## src/design/adler32_checked_frame_deframer_core_macros.svh

```systemverilog
// Assertion macros shared by the deframer RTL.
`ifndef ADLER32_CHECKED_FRAME_DEFRAMER_CORE_MACROS_SVH
`define ADLER32_CHECKED_FRAME_DEFRAMER_CORE_MACROS_SVH

// Same-cycle implication, checked on every rising clock edge outside reset.
`define ACFD_ASSERT_IMPL(lbl, ante, cons, msg) \
  lbl: assert property (@(posedge clk_i) disable iff (!rst_ni) (ante) |-> (cons)) \
    else $error(msg);

// Next-cycle implication, checked on every rising clock edge outside reset.
`define ACFD_ASSERT_NEXT(lbl, ante, cons, msg) \
  lbl: assert property (@(posedge clk_i) disable iff (!rst_ni) (ante) |=> (cons)) \
    else $error(msg);

`endif

```

## src/design/acfd_pkg.sv

```systemverilog
// Types and constants shared by the Adler-32 checked frame deframer.
package acfd_pkg;

  typedef enum logic [1:0] {
    PH_HEADER,
    PH_BODY,
    PH_HALT
  } phase_e;

  typedef struct packed {
    logic [15:0] high;
    logic [15:0] low;
  } adler_sum_t;

  localparam int unsigned LEN_W = 32;
  localparam int unsigned CFG_W = 31;

  localparam logic [16:0] ADLER_MOD = 17'd65521;
  localparam adler_sum_t ADLER_INIT = '{high: 16'd0, low: 16'd1};

  localparam logic [CFG_W-1:0] MIN_LEN_RST = 31'd10;
  localparam logic [CFG_W-1:0] MAX_LEN_RST = 31'd67108864;

  localparam logic [LEN_W-1:0] MIN_BODY_LEN = 32'd8;
  localparam logic [LEN_W-1:0] MIN_NAME_LEN = 32'd2;

  // Configuration register indexes.
  localparam logic REG_MIN_LEN = 1'b0;
  localparam logic REG_MAX_LEN = 1'b1;

  // Result region codes.
  localparam logic [1:0] REGION_NAME   = 2'd0;
  localparam logic [1:0] REGION_DATA   = 2'd1;
  localparam logic [1:0] REGION_STATUS = 2'd2;

  // Frame status codes.
  localparam logic [1:0] STATUS_OK       = 2'd0;
  localparam logic [1:0] STATUS_LEN      = 2'd1;
  localparam logic [1:0] STATUS_CHECKSUM = 2'd2;
  localparam logic [1:0] STATUS_NAME_LEN = 2'd3;

endpackage

```

## src/design/acfd_adler.sv

```systemverilog
// One Adler-32 update step: folds one byte into the running sums.
module acfd_adler (
  input  acfd_pkg::adler_sum_t sum_i,
  input  logic [7:0]           byte_i,
  output acfd_pkg::adler_sum_t sum_o
);
  import acfd_pkg::*;

  logic [16:0] low_sum;
  logic [15:0] low_new;
  logic [16:0] high_sum;

  // Both sums stay below the modulus, so one conditional subtraction reduces each.
  always_comb begin
    low_sum    = {1'b0, sum_i.low} + {9'd0, byte_i};
    low_new    = (low_sum >= ADLER_MOD) ? 16'(low_sum - ADLER_MOD) : low_sum[15:0];
    high_sum   = {1'b0, sum_i.high} + {1'b0, low_new};
    sum_o.low  = low_new;
    sum_o.high = (high_sum >= ADLER_MOD) ? 16'(high_sum - ADLER_MOD) : high_sum[15:0];
  end

endmodule

```

## src/design/adler32_checked_frame_deframer_core.sv

```systemverilog
// Adler-32 checked frame deframer: takes one stream byte per clock, while the output
// register is not held by a stall, into an input register, processes it in a single
// stage against the frame state and places any result (a name byte, a data byte or a
// frame status record) in an output register, so a byte's result passes through the
// input register and then the output register. A frame whose length violates the
// configured bounds or the minimum body length, fails its checksum or carries a bad
// name length ends with a status record, after which every byte is dropped until
// reset. Configuration writes are meant for idle periods only.
module adler32_checked_frame_deframer_core (
  input  logic                       clk_i,
  input  logic                       rst_ni,
  input  logic                       cfg_we_i,
  input  logic                       cfg_idx_i,
  input  logic [acfd_pkg::CFG_W-1:0] cfg_wdata_i,
  input  logic                       in_valid_i,
  output logic                       in_stall_o,
  input  logic [7:0]                 data_byte_i,
  output logic                       out_valid_o,
  input  logic                       out_stall_i,
  output logic [7:0]                 out_byte_o,
  output logic [1:0]                 region_o,
  output logic [1:0]                 status_o
);
  import acfd_pkg::*;

`include "adler32_checked_frame_deframer_core_macros.svh"

  logic [CFG_W-1:0] min_len_q, max_len_q;

  logic       in_valid_q, in_valid_d;
  logic [7:0] in_byte_q;
  logic       in_fire, proc_fire;

  phase_e           phase_q, phase_d;
  logic [LEN_W-1:0] byte_count_q, byte_count_d;
  logic [LEN_W-1:0] frame_len_q, frame_len_d;
  logic [LEN_W-1:0] name_len_q, name_len_d;
  logic [LEN_W-1:0] expected_q, expected_d;
  logic [LEN_W-1:0] chk_start_q, chk_start_d;
  logic [LEN_W-1:0] last_pos_q, last_pos_d;
  logic [LEN_W-1:0] name_term_q, name_term_d;
  logic             name_ok_q, name_ok_d;
  adler_sum_t       adler_q, adler_d, adler_next;

  logic [LEN_W-1:0] hdr_len, name_len_new, exp_new;
  logic             hdr_last, len_bad, in_sum_region, name_ok_new, last_byte;
  logic             past_len_field;
  logic [1:0]       end_status;

  logic       res_valid;
  logic [7:0] res_byte;
  logic [1:0] res_region, res_status;

  logic       out_valid_q, out_valid_d;
  logic [7:0] out_byte_q;
  logic [1:0] region_q, status_q;

  // Configuration registers.
  always_ff @(posedge clk_i or negedge rst_ni) begin
    if (!rst_ni) begin
      min_len_q <= MIN_LEN_RST;
      max_len_q <= MAX_LEN_RST;
    end else if (cfg_we_i) begin
      unique case (cfg_idx_i)
        REG_MIN_LEN: min_len_q <= cfg_wdata_i;
        REG_MAX_LEN: max_len_q <= cfg_wdata_i;
      endcase
    end
  end

  // The processing stage moves when the output register is free or being drained.
  assign proc_fire  = in_valid_q && (!out_valid_q || !out_stall_i);
  assign in_stall_o = in_valid_q && !proc_fire;
  assign in_fire    = in_valid_i && !in_stall_o;

  always_comb begin
    in_valid_d = in_valid_q;
    if (in_fire) begin
      in_valid_d = 1'b1;
    end else if (proc_fire) begin
      in_valid_d = 1'b0;
    end
  end

  acfd_adler u_adler (
    .sum_i  (adler_q),
    .byte_i (in_byte_q),
    .sum_o  (adler_next)
  );

  // Shared decode of the byte under processing.
  always_comb begin
    hdr_len        = {frame_len_q[23:0], in_byte_q};
    hdr_last       = (byte_count_q[1:0] == 2'd3);
    len_bad        = (hdr_len > {1'b0, max_len_q}) || (hdr_len < {1'b0, min_len_q}) ||
                     (hdr_len < MIN_BODY_LEN);
    in_sum_region  = (byte_count_q < chk_start_q);
    past_len_field = |byte_count_q[LEN_W-1:2];
    name_len_new   = {name_len_q[23:0], in_byte_q};
    name_ok_new    = (name_len_new >= MIN_NAME_LEN) &&
                     (({1'b0, name_len_new} + 33'd8) <= {1'b0, frame_len_q});
    exp_new        = {expected_q[23:0], in_byte_q};
    last_byte      = (byte_count_q == last_pos_q);
    if (adler_q != exp_new) begin
      end_status = STATUS_CHECKSUM;
    end else if (!name_ok_q) begin
      end_status = STATUS_NAME_LEN;
    end else begin
      end_status = STATUS_OK;
    end
  end

  // Next phase.
  always_comb begin
    phase_d = phase_q;
    unique case (phase_q)
      PH_HEADER: begin
        if (proc_fire && hdr_last) begin
          phase_d = len_bad ? PH_HALT : PH_BODY;
        end
      end
      PH_BODY: begin
        if (proc_fire && !in_sum_region && last_byte) begin
          phase_d = (end_status != STATUS_OK) ? PH_HALT : PH_HEADER;
        end
      end
      PH_HALT: phase_d = PH_HALT;
      default: phase_d = PH_HEADER;
    endcase
  end

  // Result of the byte under processing.
  always_comb begin
    res_valid  = 1'b0;
    res_byte   = 8'd0;
    res_region = REGION_STATUS;
    res_status = STATUS_OK;
    unique case (phase_q)
      PH_HEADER: begin
        if (proc_fire && hdr_last && len_bad) begin
          res_valid  = 1'b1;
          res_status = STATUS_LEN;
        end
      end
      PH_BODY: begin
        if (proc_fire) begin
          if (in_sum_region) begin
            // The name terminator itself is not forwarded.
            if (past_len_field && name_ok_q) begin
              if (byte_count_q < name_term_q) begin
                res_valid  = 1'b1;
                res_byte   = in_byte_q;
                res_region = REGION_NAME;
              end else if (byte_count_q > name_term_q) begin
                res_valid  = 1'b1;
                res_byte   = in_byte_q;
                res_region = REGION_DATA;
              end
            end
          end else if (last_byte) begin
            res_valid  = 1'b1;
            res_status = end_status;
          end
        end
      end
      PH_HALT: res_valid = 1'b0;
      default: res_valid = 1'b0;
    endcase
  end

  // Frame datapath.
  always_comb begin
    byte_count_d = byte_count_q;
    frame_len_d  = frame_len_q;
    name_len_d   = name_len_q;
    expected_d   = expected_q;
    chk_start_d  = chk_start_q;
    last_pos_d   = last_pos_q;
    name_term_d  = name_term_q;
    name_ok_d    = name_ok_q;
    adler_d      = adler_q;
    if (proc_fire) begin
      case (phase_q)
        PH_HEADER: begin
          frame_len_d  = hdr_len;
          byte_count_d = hdr_last ? '0 : byte_count_q + 32'd1;
          if (hdr_last) begin
            adler_d     = ADLER_INIT;
            name_len_d  = '0;
            expected_d  = '0;
            chk_start_d = hdr_len - 32'd4;
            last_pos_d  = hdr_len - 32'd1;
          end
        end
        PH_BODY: begin
          byte_count_d = byte_count_q + 32'd1;
          if (in_sum_region) begin
            adler_d = adler_next;
            if (!past_len_field) begin
              name_len_d = name_len_new;
            end
            if (hdr_last && !past_len_field) begin
              name_ok_d   = name_ok_new;
              name_term_d = name_len_new + 32'd3;
            end
          end else begin
            expected_d = exp_new;
            if (last_byte) begin
              byte_count_d = '0;
              frame_len_d  = '0;
            end
          end
        end
        default: byte_count_d = byte_count_q;
      endcase
    end
  end

  always_comb begin
    out_valid_d = out_valid_q;
    if (proc_fire) begin
      out_valid_d = res_valid;
    end else if (!out_stall_i) begin
      out_valid_d = 1'b0;
    end
  end

  always_ff @(posedge clk_i or negedge rst_ni) begin
    if (!rst_ni) begin
      in_valid_q   <= 1'b0;
      out_valid_q  <= 1'b0;
      phase_q      <= PH_HEADER;
      byte_count_q <= '0;
      frame_len_q  <= '0;
    end else begin
      in_valid_q   <= in_valid_d;
      out_valid_q  <= out_valid_d;
      phase_q      <= phase_d;
      byte_count_q <= byte_count_d;
      frame_len_q  <= frame_len_d;
    end
  end

  always_ff @(posedge clk_i) begin
    if (in_fire) begin
      in_byte_q <= data_byte_i;
    end
    if (proc_fire && res_valid) begin
      out_byte_q <= res_byte;
      region_q   <= res_region;
      status_q   <= res_status;
    end
    name_len_q  <= name_len_d;
    expected_q  <= expected_d;
    chk_start_q <= chk_start_d;
    last_pos_q  <= last_pos_d;
    name_term_q <= name_term_d;
    name_ok_q   <= name_ok_d;
    adler_q     <= adler_d;
  end

  assign out_valid_o = out_valid_q;
  assign out_byte_o  = out_byte_q;
  assign region_o    = region_q;
  assign status_o    = status_q;

  `ACFD_ASSERT_NEXT(a_halt_sticky, phase_q == PH_HALT, phase_q == PH_HALT, "halt was left")
  `ACFD_ASSERT_NEXT(a_halt_reports, (phase_q != PH_HALT) && (phase_d == PH_HALT),
                    out_valid_o && (region_o == REGION_STATUS) && (status_o != STATUS_OK),
                    "halt entered without an error record")
  `ACFD_ASSERT_IMPL(a_bytes_clean, out_valid_o && (region_o != REGION_STATUS),
                    (status_o == STATUS_OK) &&
                    ((region_o == REGION_NAME) || (region_o == REGION_DATA)),
                    "byte record with bad region or status")

endmodule

```

## config.mk

```make
export PLATFORM = sky130hd
export DESIGN_NAME = adler32_checked_frame_deframer_core
export DESIGN_NICKNAME = d
export VERILOG_FILES = /design/src/design/acfd_pkg.sv /design/src/design/acfd_adler.sv /design/src/design/adler32_checked_frame_deframer_core.sv
export VERILOG_INCLUDE_DIRS = /design/src /design/src/design
export SDC_FILE = /design/constraint.sdc
export NUM_CORES = 1
export LEC_CHECK = 0
export ABC_CLOCK_PERIOD_IN_PS = 6900
export BUFFER_PORTS_ARGS = -buffer_cell sky130_fd_sc_hd__buf_2
export CORE_ASPECT_RATIO = 1.2
export CORE_MARGIN = 2
export CORE_UTILIZATION = 35
export CTS_CLUSTER_DIAMETER = 200
export CTS_CLUSTER_SIZE = 16
export DETAILED_ROUTE_END_ITERATION = 10
export HOLD_SLACK_MARGIN = 0.02
export PLACE_DENSITY_LB_ADDON = 0.2
export SYNTH_ARGS = -nofsm -noshare
export SYNTH_HDL_FRONTEND = slang
export SYNTH_HIERARCHICAL = 1
export SYNTH_SLANG_ARGS = --single-unit
```

## constraint.sdc

```tcl
create_clock -name clk_i -period 6.9 [get_ports clk_i]
set_input_delay 1.035 -clock clk_i [delete_from_list [all_inputs] [get_ports clk_i]]
set_output_delay 1.035 -clock clk_i [all_outputs]
set_load 0.005 [all_outputs]
```

# == After elaboration in Yosys (flattened, before gate mapping) ==
# Cells that the tools add are included.
# classes
addsub,9
mul,0
n_div,0
order_cmp,10
eq_ne,13
shifts,0
mux,46
bitwise,5
n_reduce_logical,37
# ops
cell,count
$mux 32,7
$pmux 32 s2,3
$mux 24,4
$pmux 24 s2,2
$lt 32x32->1,2
$ge 17x16->1 const B,2
$add 32x4->33 const B,1
$le 33x32->1,1
$add 32x1->32 const B,1
$add 32x2->32 const B,1
$eq 32x32->1,1
$ge 32x2->1 const B,1
$gt 32x31->1,1
$gt 32x32->1,1
$lt 32x31->1,1
$lt 32x4->1 const B,1
$mux 16,2
$ne 32x32->1,1
$sub 16x16->16 const B,2
$sub 32x1->32 const B,1
$sub 32x3->32 const B,1
$reduce_or 30->1,1
$mux 2,11
$reduce_and 4->1,5
other kinds (21),66
# totals
ff_bits,327
latchBits,0
mem_bits_rw,0
rom_bits,0
memories,0

# == Depth between registers and ports, before layout ==
# Gate-level depths: netlist of run 1.
# depth
depth_word,8
depth_mapped,25
depth_no_buf,24

# == Cells and area by module ==
# Netlist of run 1, hierarchy kept.
# by_module_without_submodules
module,n_inst,cells_per_inst,area_each_um2
adler32_checked_frame_deframer_core,1,1769,18741.7
acfd_adler,1,296,2184.6

# == Worst setup path after synthesis of run 1 ==
# OpenSTA, ideal clock, no wires.
# synth_path
path_type,flip-flop to flip-flop
from,register in_byte_q[1]
to,"register adler_q[26] in the netlist's numbering, data pin"
arrival_time_ps,5174
required_ps,6645
setup_slack_ps,1472
path_stages_with_launch,24
cell_sequence,edfxtp_1 -> ha_1 -> a21o_1 -> a21oi_1 -> nor4b_1 -> and4b_1 -> clkbuf_1 -> a211oi_1 -> and3_1 -> a31oi_2 -> xnor2_1 -> ha_1 -> inv_1 -> fa_1 -> nand3b_4 -> a21oi_2 -> o21ai_2 -> a311oi_4 -> nand3_1 -> nor3b_2 -> a41oi_2 -> buf_6 -> o32a_1 -> and2_1
# synth_rtl
item,line_no,text
start: declaration,adler32_checked_frame_deframer_core.sv:31,logic [7:0] in_byte_q;
start signal: assignment,adler32_checked_frame_deframer_core.sv:246,in_byte_q <= data_byte_i;
end signal: assignment,adler32_checked_frame_deframer_core.sv:259,adler_q <= adler_d;
end: declaration,adler32_checked_frame_deframer_core.sv:43,"adler_sum_t adler_q, adler_d, adler_next;"

==> summary.txt, run 1 <==
Pwr
  – Net Sw Frac: 41.2%
  – Internal: 4.37 mW
  – NetSw: 3.06 mW
  – Leakage power: 9.46 nW
  – Power share of the clock group: 18.9%
  – Total Power: 7.43 mW
  – Combinational fraction of design power: 40.6%
  – Worst vdd ir: 0.183 mV
  – Power Dens Cells: 325 nW/um^2
  – Flop pwr share: 40.5%

Clock tree
  – CTS Sinks: 327
  – Hold Buf Count CTS: 0
  – Clock insertion delay at the later pin of the skew report: 0.57 ns
  – Worst-path clk slew: 0.07 ns
  – Clk root buf: clkbuf_16
  – Total CTS buffers: 24
  – Post CTS Setup Buffer Count: 0
  – CTS tree: built
  – CTS max path bufs: 3
  – Htree depth: 1
  – PostCTS Resize Cnt: 0

Global routing
  – Number of antenna violations at the first check in global routing: 0
  – Grt total ovfl: 0
  – Number of global-route vias before repair: 15537
  – GRT Resource Usage Total: 20.1%
  – First-pass GRT wire length: 94400 um
  – Largest net degree at the start of global routing: 82

Drt
  – Iter 0 DRT Violations: 902
  – Routed Antenna Nets: 0
  – Drt total wl: 61200 um
  – Via density: 5.22
  – DR DRC count: 0
  – DR pass1 iterations: 5
  – Avg WL per Cell: 21.0 um
  – Via count: 15251

Final layout
  – Syn-to-layout area delta: 9.14%
  – Non-Filler Instances: 2919
  – Post-layout util: 38.5%
  – Final Cell Area: 22800 sq um
  – Fin nets: 2341
  – Layout cells sized above 1: 9.30%

Timing
  – Crit path time final: 6.33 ns
  – Final setup margin: 0.574 ns
  – Hold Vio Cnt, Final: 0
  – Hold slack final: 0.496 ns
  – RSZ-0062 raised after global routing: false
  – Worst slew margin: 15.1%
  – Worst-margin pin slew: 1.27 ns
  – Endpoints failing setup: 0
  – Clock skew: 0.0168 ns
  – Setup TNS Final: 0 ns
  – Final Max Tran Viols: 0
  – Fmax: 0.158 GHz
  – Final period util: 91.7%

Hold path
  – HP Class: input pin to async pin

Job
  – Max-cap violations: 0

Floorplan
  – Boundary Pins: 59
  – Die X: 227 um
  – Core area: 59300 sq um
  – Number of placement rows: 98
  – Die area: 61800 sq um
  – Chip height: 272 um
  – Starting density of the core: 35.3%

Setup path
  – WS Path Type: register to register
  – CP arrival: 6.65 ns
  – Reg2Reg Depth: 23
  – Type of origin of the critical path: register
  – Critical path peak fanout: 12
  – Crit. End Element: register
  – Required @ worst endpoint: 7.22 ns
  – R2r setup slk: 0.57 ns

Synth
  – Synthesized area per cell: 10.1 sq um
  – Sequential-to-total area share from yosys stat: 43.8%
  – Synth async-reset ratio: 39.8%
  – Main synth FF type: edfxtp_1
  – Most frequent cell after synthesis: edfxtp_1
  – Area contributors post-synth: edfxtp_1 28%, dfrtp_1 15%, ha_1 12%, xnor2_1 6.3%, xor2_1 3.5%
  – Post-synth top area cell: edfxtp_1
  – Ys Warns: 6
  – Synth cell types: 92
  – Syn Std Cell Area: 20900 sq um
  – Syn nets: 2306
  – Gate Count Post-Synth: 2065
  – Yosys reg bits: 327
  – Share of the synthesized area in the top cell type: 28.3%
  – Number of synthesized flops with an enable pin: 197
  – Most frequent cells after synthesis: 197 x edfxtp_1, 194 x ha_1, 191 x inv_1, 172 x nand2_1, 157 x nor2_1

Place
  – DP HPWL: 46200 um
  – Post-Place Cells: 2874
  – Routability cong.: 0.878
  – IO Port Bufs: 58
  – Pre-CTS setup slack: 0.653 ns
  – Cell Area, Placed: 22100 sq um

Run status
  – Status: finished clean
[power by group through the flow]
stage	Clock [mW]	Sequential (mW)	Combinational, mW
finish	1.40	3.01	3.02
global route	1.50	3.05	3.38
CTS	1.44	3.00	3.03
detailed placement	0	3.04	3.01
global placement	0	3.04	2.94
floorplan	0	2.77	2.29
[cell usage in the layout (no fill, tap or decap), drive strengths merged, types with 9 or more instances in the layout]
cell and count:
nand2 172, a21o 35, nand4 62, clkbuf 43, nand3 57, nor3 37, inv 192, a211oi 9
buf 80, and3 15, a22o 34, xor2 85, ha 194, a31oi 11, o211ai 17, mux2i 10
nor4 41, nor2b 15, and2 78, nand2b 13, edfxtp 197, xnor2 152, mux2 32, o21ai 80
nor2 161, dfrtp 127, a21oi 75
[metal layers]
layer | part of all wire [%] | global-route usage, % | vias to the layer above
li1 | - | - | 7328
met3 | 4.1 | 2.32 | 107
met1 | 43 | 26.0 | 7448
met5 | 0 | 0 | -
met2 | 49 | 34.4 | 368
met4 | 3.7 | 7.41 | 0
[flip-flops by register name, summed over array words and instances, names as in the netlist]
register	cells
max_len_q	31
frame_len_q	32
in_byte_q	8
out_byte_o	8
phase_q	2
last_pos_q	32
expected_q	24
region_o	2
byte_count_q	32
out_valid_o	1
name_ok_q	1
status_o	2
name_term_q	32
chk_start_q	32
min_len_q	31
in_valid_q	1
name_len_q	24
adler_q	32
[worst max-delay path, cell delays in order (launching register included)]
cell and delay, ns:
edfxtp_1 0.38, ha_1 0.20, inv_1 0.06, fa_1 0.40
nor2b_1 0.16, o2111ai_1 0.12, nand2_1 0.13, o41ai_2 0.07
buf_4 0.16, nor4_1 0.64, a31oi_2 0.21, xnor2_1 0.26
ha_1 0.23, inv_1 0.06, fa_1 0.39, nand3b_4 0.22
a21oi_2 0.21, o21ai_2 0.10, a311oi_4 0.37, nand3_1 0.24
nor3b_2 0.36, a41oi_2 0.49, o32a_1 0.47, and2_1 0.13
[logic make-up (layout without fill, tap and decap cells)]
group | count (synthesis) | after routing | synth area share, %
AND/OR/NAND/NOR | 689 | 689 | 17.1
flip-flops | 327 | 327 | 43.8
AO/OA/AOI/OAI | 311 | 311 | 10.2
buffers and inverters | 263 | 316 | 4.86
XOR/XNOR | 237 | 237 | 9.99
adder cells (fa/ha/maj) | 196 | 196 | 11.8
multiplexers | 42 | 42 | 2.20
other | 0 | 1 | 0
[worst paths after layout]
path / from / endpoint
worst min-delay path: rst_ni / min_len_q[26]
max in group asynchronous: rst_ni / byte_count_q[0]
worst max register to register: adler_q[0] / adler_q[26]
worst min register to register: frame_len_q[25] / frame_len_q[25]
min in group clk_i: frame_len_q[25] / frame_len_q[25]
worst max-delay path: adler_q[0] / adler_q[26]
[area by class of cell]
type | instances | area, sq um
fillers | 5945 | 36500
repair buffers | 80 | 462
inverters | 192 | 721
clock inverters | 1 | 11.3
diodes | 1 | 2.50
clock buffers | 43 | 693
flip-flops and latches | 327 | 9170
well taps | 800 | 1000
multi-input cells | 1475 | 10800
Power figures use the tool's default switching activity.
==> inputs of run 2 (changes only) <==
--- a/config.mk
+++ b/config.mk
@@ -12,3 +12,3 @@
 export CORE_MARGIN = 2
-export CORE_UTILIZATION = 35
+export CORE_UTILIZATION = 46
 export CTS_CLUSTER_DIAMETER = 200
==> constraint.sdc (replaced) <==
create_clock -name clk_i -period 6.9 [get_ports clk_i]
set_input_delay 0.69 -clock clk_i [delete_from_list [all_inputs] [get_ports clk_i]]
set_output_delay 0.69 -clock clk_i [all_outputs]
set_load 0.005 [all_outputs]
==> summary.txt, run 2 (same netlist as run 1, synthesis figures left out) <==
Floorplan
  – Chip height: 238 um
  – Die X: 199 um
  – Die area: 47200 sq um
  – Boundary Pins: 59
  – Number of placement rows: 85
  – Starting density of the core: 46.6%
  – Core area: 44900 sq um

Place
  – Post-Place Cells: 2683
  – IO Port Bufs: 58
  – DP HPWL: 42700 um
  – Routability cong.: 0.947
  – Cell Area, Placed: 21900 sq um
  – Pre-CTS setup slack: 0.594 ns

Final layout
  – N_diodes: 0
  – Most frequent cells in the layout: 197 x edfxtp_1, 194 x ha_1, 190 x inv_1, 172 x nand2_1, 155 x nor2_1
  – Syn-to-layout area delta: 7.99%
  – Fin nets: 2341
  – Final Cell Area: 22600 sq um
  – Non-Filler Instances: 2727
  – Layout cells sized above 1: 9.30%
  – Most common cell after layout, fill and taps aside: edfxtp_1
  – Filler cells: 4203

Clock tree
  – CTS tree: built
  – CTS Sinks: 327
  – Clock insertion delay at the later pin of the skew report: 0.57 ns
  – Hold Buf Count CTS: 0
  – CTS max path bufs: 3
  – Clk root buf: clkbuf_16
  – Total CTS buffers: 24
  – PostCTS Resize Cnt: 0
  – Worst-path clk slew: 0.08 ns
  – Htree depth: 1
  – Post CTS Setup Buffer Count: 0

Setup path
  – WS Path Type: register to register
  – CP arrival: 6.74 ns
  – Required @ worst endpoint: 7.23 ns
  – Critical path peak fanout: 12
  – Setup crit start: adler_q[0]
  – Type of origin of the critical path: register
  – Reg-to-reg startpoint: adler_q[0]
  – Crit. End Element: register

Drt
  – Via density: 5.69
  – Via count: 15526
  – DR DRC count: 0
  – Drt total wl: 57000 um
  – Routed Antenna Nets: 0
  – DR pass1 iterations: 5
  – Iter 0 DRT Violations: 1104
  – Avg WL per Cell: 20.9 um

Timing
  – Final period util: 92.9%
  – Crit path time final: 6.41 ns
  – Final Max Tran Viols: 0
  – RSZ-0062 raised after global routing: false
  – Hold Vio Cnt, Final: 0
  – Worst-margin pin slew: 1.09 ns
  – Endpoints failing setup: 0
  – Worst slew margin: 27.0%
  – Clock skew: 0.0211 ns
  – Setup TNS Final: 0 ns
  – Final setup margin: 0.491 ns
  – Fmax: 0.156 GHz

Pwr
  – Total Power: 7.36 mW
  – Power Dens Cells: 325 nW/um^2
  – Leakage power: 9.46 nW
  – Worst vdd ir: 0.237 mV

Job
  – Max-cap violations: 0

Global routing
  – GRT Resource Usage Total: 24.7%
  – First-pass GRT wire length: 89500 um
  – Number of antenna violations at the first check in global routing: 0
  – Largest net degree at the start of global routing: 76
  – Number of global-route vias before repair: 15822
  – Grt total ovfl: 0

Hold path
  – HP Class: input pin to async pin

Run status
  – Status: finished clean
run 2: worst paths after layout:
check	slack (ns)	cells past startpoint	endpoint
setup / recovery	0.49	24	adler_q[25]
hold / removal	0.17	1	byte_count_q[27]
setup reg to reg	0.49	24	adler_q[25]
hold reg to reg	0.51	1	max_len_q[27]
max in group asynchronous	5.50	2	frame_len_q[10]
min in group clk_i	0.30	1	in_byte_q[3]
run 2: cell type report:
class / count / area, sq um / share of cell area, %
Timing Repair Buffer: 80 / 462 / 2.04
Sequential cell: 327 / 9170 / 40.6
Multi-Input combinational cell: 1475 / 10800 / 47.7
Clock inverter: 1 / 11.3 / 0.0498
Inverter: 192 / 721 / 3.19
Tap cell: 609 / 762 / 3.37
Clock buffer: 43 / 693 / 3.07
run 2: metal layers:
metal	routed length [um]	track usage, %
met1	24300	32.5
met2	27200	41.4
met3	2920	2.40
met4	2510	10.6
met5	0	0
run 2: per-stage QoR:
step                utilization, %  hold slack, ns
global placement              48.8           0.489
floorplan                        -           0.394
CTS                           50.4           0.178
finish                        50.4           0.173
global route                  50.4           0.212
detailed placement            48.8           0.486
run 2: power by group:
part | switching, mW | internal [mW]
logic | 1.79 | 1.18
clock network | 0.710 | 0.683
registers | 0.482 | 2.51
total | 2.98 | 4.38
run 2: critical path, stage by stage (launching register included):
cell and delay [ns]:
edfxtp_1 0.38, ha_1 0.19, inv_1 0.06, fa_1 0.39, nor2b_1 0.17, o2111ai_1 0.12
nand2_1 0.13, o41ai_2 0.07, buf_4 0.16, nor4_1 0.72, a31oi_2 0.21, xnor2_1 0.25
ha_1 0.23, inv_1 0.06, fa_1 0.39, nand3b_4 0.23, a2111oi_2 0.35, nor3_2 0.14
o21ai_1 0.17, xor2_1 0.26, nor3b_2 0.37, a41oi_2 0.48, nor3b_1 0.40, xor2_1 0.09
and2_1 0.14
==> inputs of run 3 (changes only) <==
ABC_CLOCK_PERIOD_IN_PS = 5800   (was 6900)
clock period = 5.8 ns   (was 6.9 ns; I/O delays follow)
==> summary.txt, run 3 (same netlist as run 1, synthesis figures left out) <==
Drt
  – Via count: 15506
  – Via density: 5.64
  – Routed Antenna Nets: 0
  – Drt total wl: 58700 um
  – DR pass1 iterations: 5
  – Avg WL per Cell: 21.4 um
  – DR DRC count: 0
  – Iter 0 DRT Violations: 955

Clock tree
  – Worst-path clk slew: 0.08 ns
  – CTS Sinks: 327
  – Htree depth: 1
  – Hold Buf Count CTS: 0
  – Clk root buf: clkbuf_16
  – Clock insertion delay at the later pin of the skew report: 0.57 ns
  – CTS tree: built
  – CTS max path bufs: 3
  – Total CTS buffers: 24

Final layout
  – Layout cells sized above 1: 11.6%
  – Syn-to-layout area delta: 9.87%
  – Area of the multi-input gates: 11000 sq um
  – Reg area: 9170 sq um
  – Final Cell Area: 23000 sq um
  – Fin nets: 2365
  – Filler cells: 4131
  – Most common cell after layout, fill and taps aside: edfxtp_1
  – Most frequent cells in the layout: 197 x edfxtp_1, 189 x ha_1, 188 x inv_1, 172 x nand2_1, 154 x nor2_1
  – N_diodes: 0
  – Post-layout util: 51.2%

Setup path
  – Critical path peak fanout: 6
  – Crit. End Element: register
  – Reg-to-reg startpoint: in_byte_q[0]
  – WS Path Type: register to register
  – R2r setup slk: 0.22 ns
  – Required @ worst endpoint: 6.12 ns
  – Reg2Reg Depth: 24
  – Type of origin of the critical path: register
  – CP arrival: 5.90 ns
  – R2r endpoint: adler_q[26]

Timing
  – Final period util: 96.2%
  – Fmax: 0.179 GHz
  – Worst slew margin: 22.0%
  – Hold Vio Cnt, Final: 0
  – Crit path time final: 5.58 ns
  – Final Max Tran Viols: 0
  – Clock skew: 0.0179 ns
  – Worst-margin pin slew: 1.17 ns
  – Endpoints failing setup: 0
  – Hold slack final: 0.106 ns

Floorplan
  – Die area: 47200 sq um
  – Boundary Pins: 59
  – Number of placement rows: 85
  – Core area: 44900 sq um
  – Starting density of the core: 46.6%
  – Die X: 199 um
  – Chip height: 238 um

Global routing
  – Number of antenna violations at the first check in global routing: 0
  – Number of global-route vias before repair: 15641
  – Largest net degree at the start of global routing: 90
  – First-pass GRT wire length: 91000 um
  – Grt total ovfl: 0
  – GRT Resource Usage Total: 25.3%

Job
  – Max-cap violations: 0

Pwr
  – Power Dens Cells: 393 nW/um^2
  – Worst vdd ir: 0.302 mV
  – Leakage power: 9.60 nW

Run status
  – Status: finished clean

Hold path
  – HP Class: input pin to async pin

Place
  – Cell Area, Placed: 22000 sq um
  – DP HPWL: 44200 um
  – IO Port Bufs: 58
  – Routability cong.: 0.942
## run 3: cell count changes in the layout (fill, tap and decap cells not counted), sizes merged
cell	before	now
buf	80	104
clkbuf	43	41
## run 3: power by group
part	internal (mW)	leakage (nW)	switching, mW
registers	2.98	3.47	0.569
logic	1.56	5.80	2.26
clock network	0.807	0.333	0.844
## run 3: area by class of cell
class | count | area share (%)
clock buffers | 41 | 2.98
multi-input cells | 1475 | 47.8
repair buffers | 104 | 2.81
clock inverters | 1 | 0.0490
flip-flops and latches | 327 | 39.9
inverters | 192 | 3.13
well taps | 609 | 3.31
## run 3: what timing repair did
item,CTS,global route
pin swaps,0,17
buffers inserted,0,14
gates resized for setup,1,37
setup endpoints to repair,1,16
## run 3: how the worst max path moves through the flow
stage | from | to
detailed placement | in_byte_q[1] | adler_q[18]
global route | adler_q[4] | adler_q[16]
global placement | in_byte_q[1] | adler_q[18]
finish | in_byte_q[0] | adler_q[26]
CTS | in_byte_q[1] | adler_q[18]
floorplan | in_byte_q[1] | adler_q[26]
## run 3: through the flow
| step | total power, mW | worst slack, ns | std cells | setup TNS, ns |
|---|---|---|---|---|
| CTS | 8.87 | 0.00390 | 2735 | 0 |
| finish | 9.02 | 0.219 | 2749 | 0 |
| floorplan | 6.02 | 0.372 | 2065 | 0 |
| global placement | 7.11 | 0.127 | 2693 | 0 |
| global route | 9.61 | -0.0790 | 2749 | -0.486 |
| detailed placement | 7.20 | 0.0151 | 2693 | 0 |
## run 3: critical path, stage by stage (launching register included)
cell and delay [ns]:
edfxtp_1 0.43, ha_2 0.22, inv_2 0.06, fa_2 0.20, nor2b_2 0.05, o2111ai_2 0.19, nand2_1 0.13, o41ai_4 0.40
nand2_1 0.12, o22ai_2 0.27, a31oi_4 0.18, xnor2_2 0.23, ha_2 0.22, inv_2 0.04, fa_2 0.36, nand3b_4 0.22
a2111oi_4 0.44, nor3_4 0.12, o21ai_2 0.16, xor2_1 0.21, nor3b_4 0.32, a41oi_4 0.18, buf_4 0.17, o32a_1 0.26
and2_1 0.13
## run 3: routing by layer
metal	wire length, um	global-route usage [%]	vias to the layer above
li1	-	-	7399
met1	25400	33.0	7553
met2	28700	43.1	420
met3	2250	2.37	134
met4	2400	9.97	0
met5	0	0	-
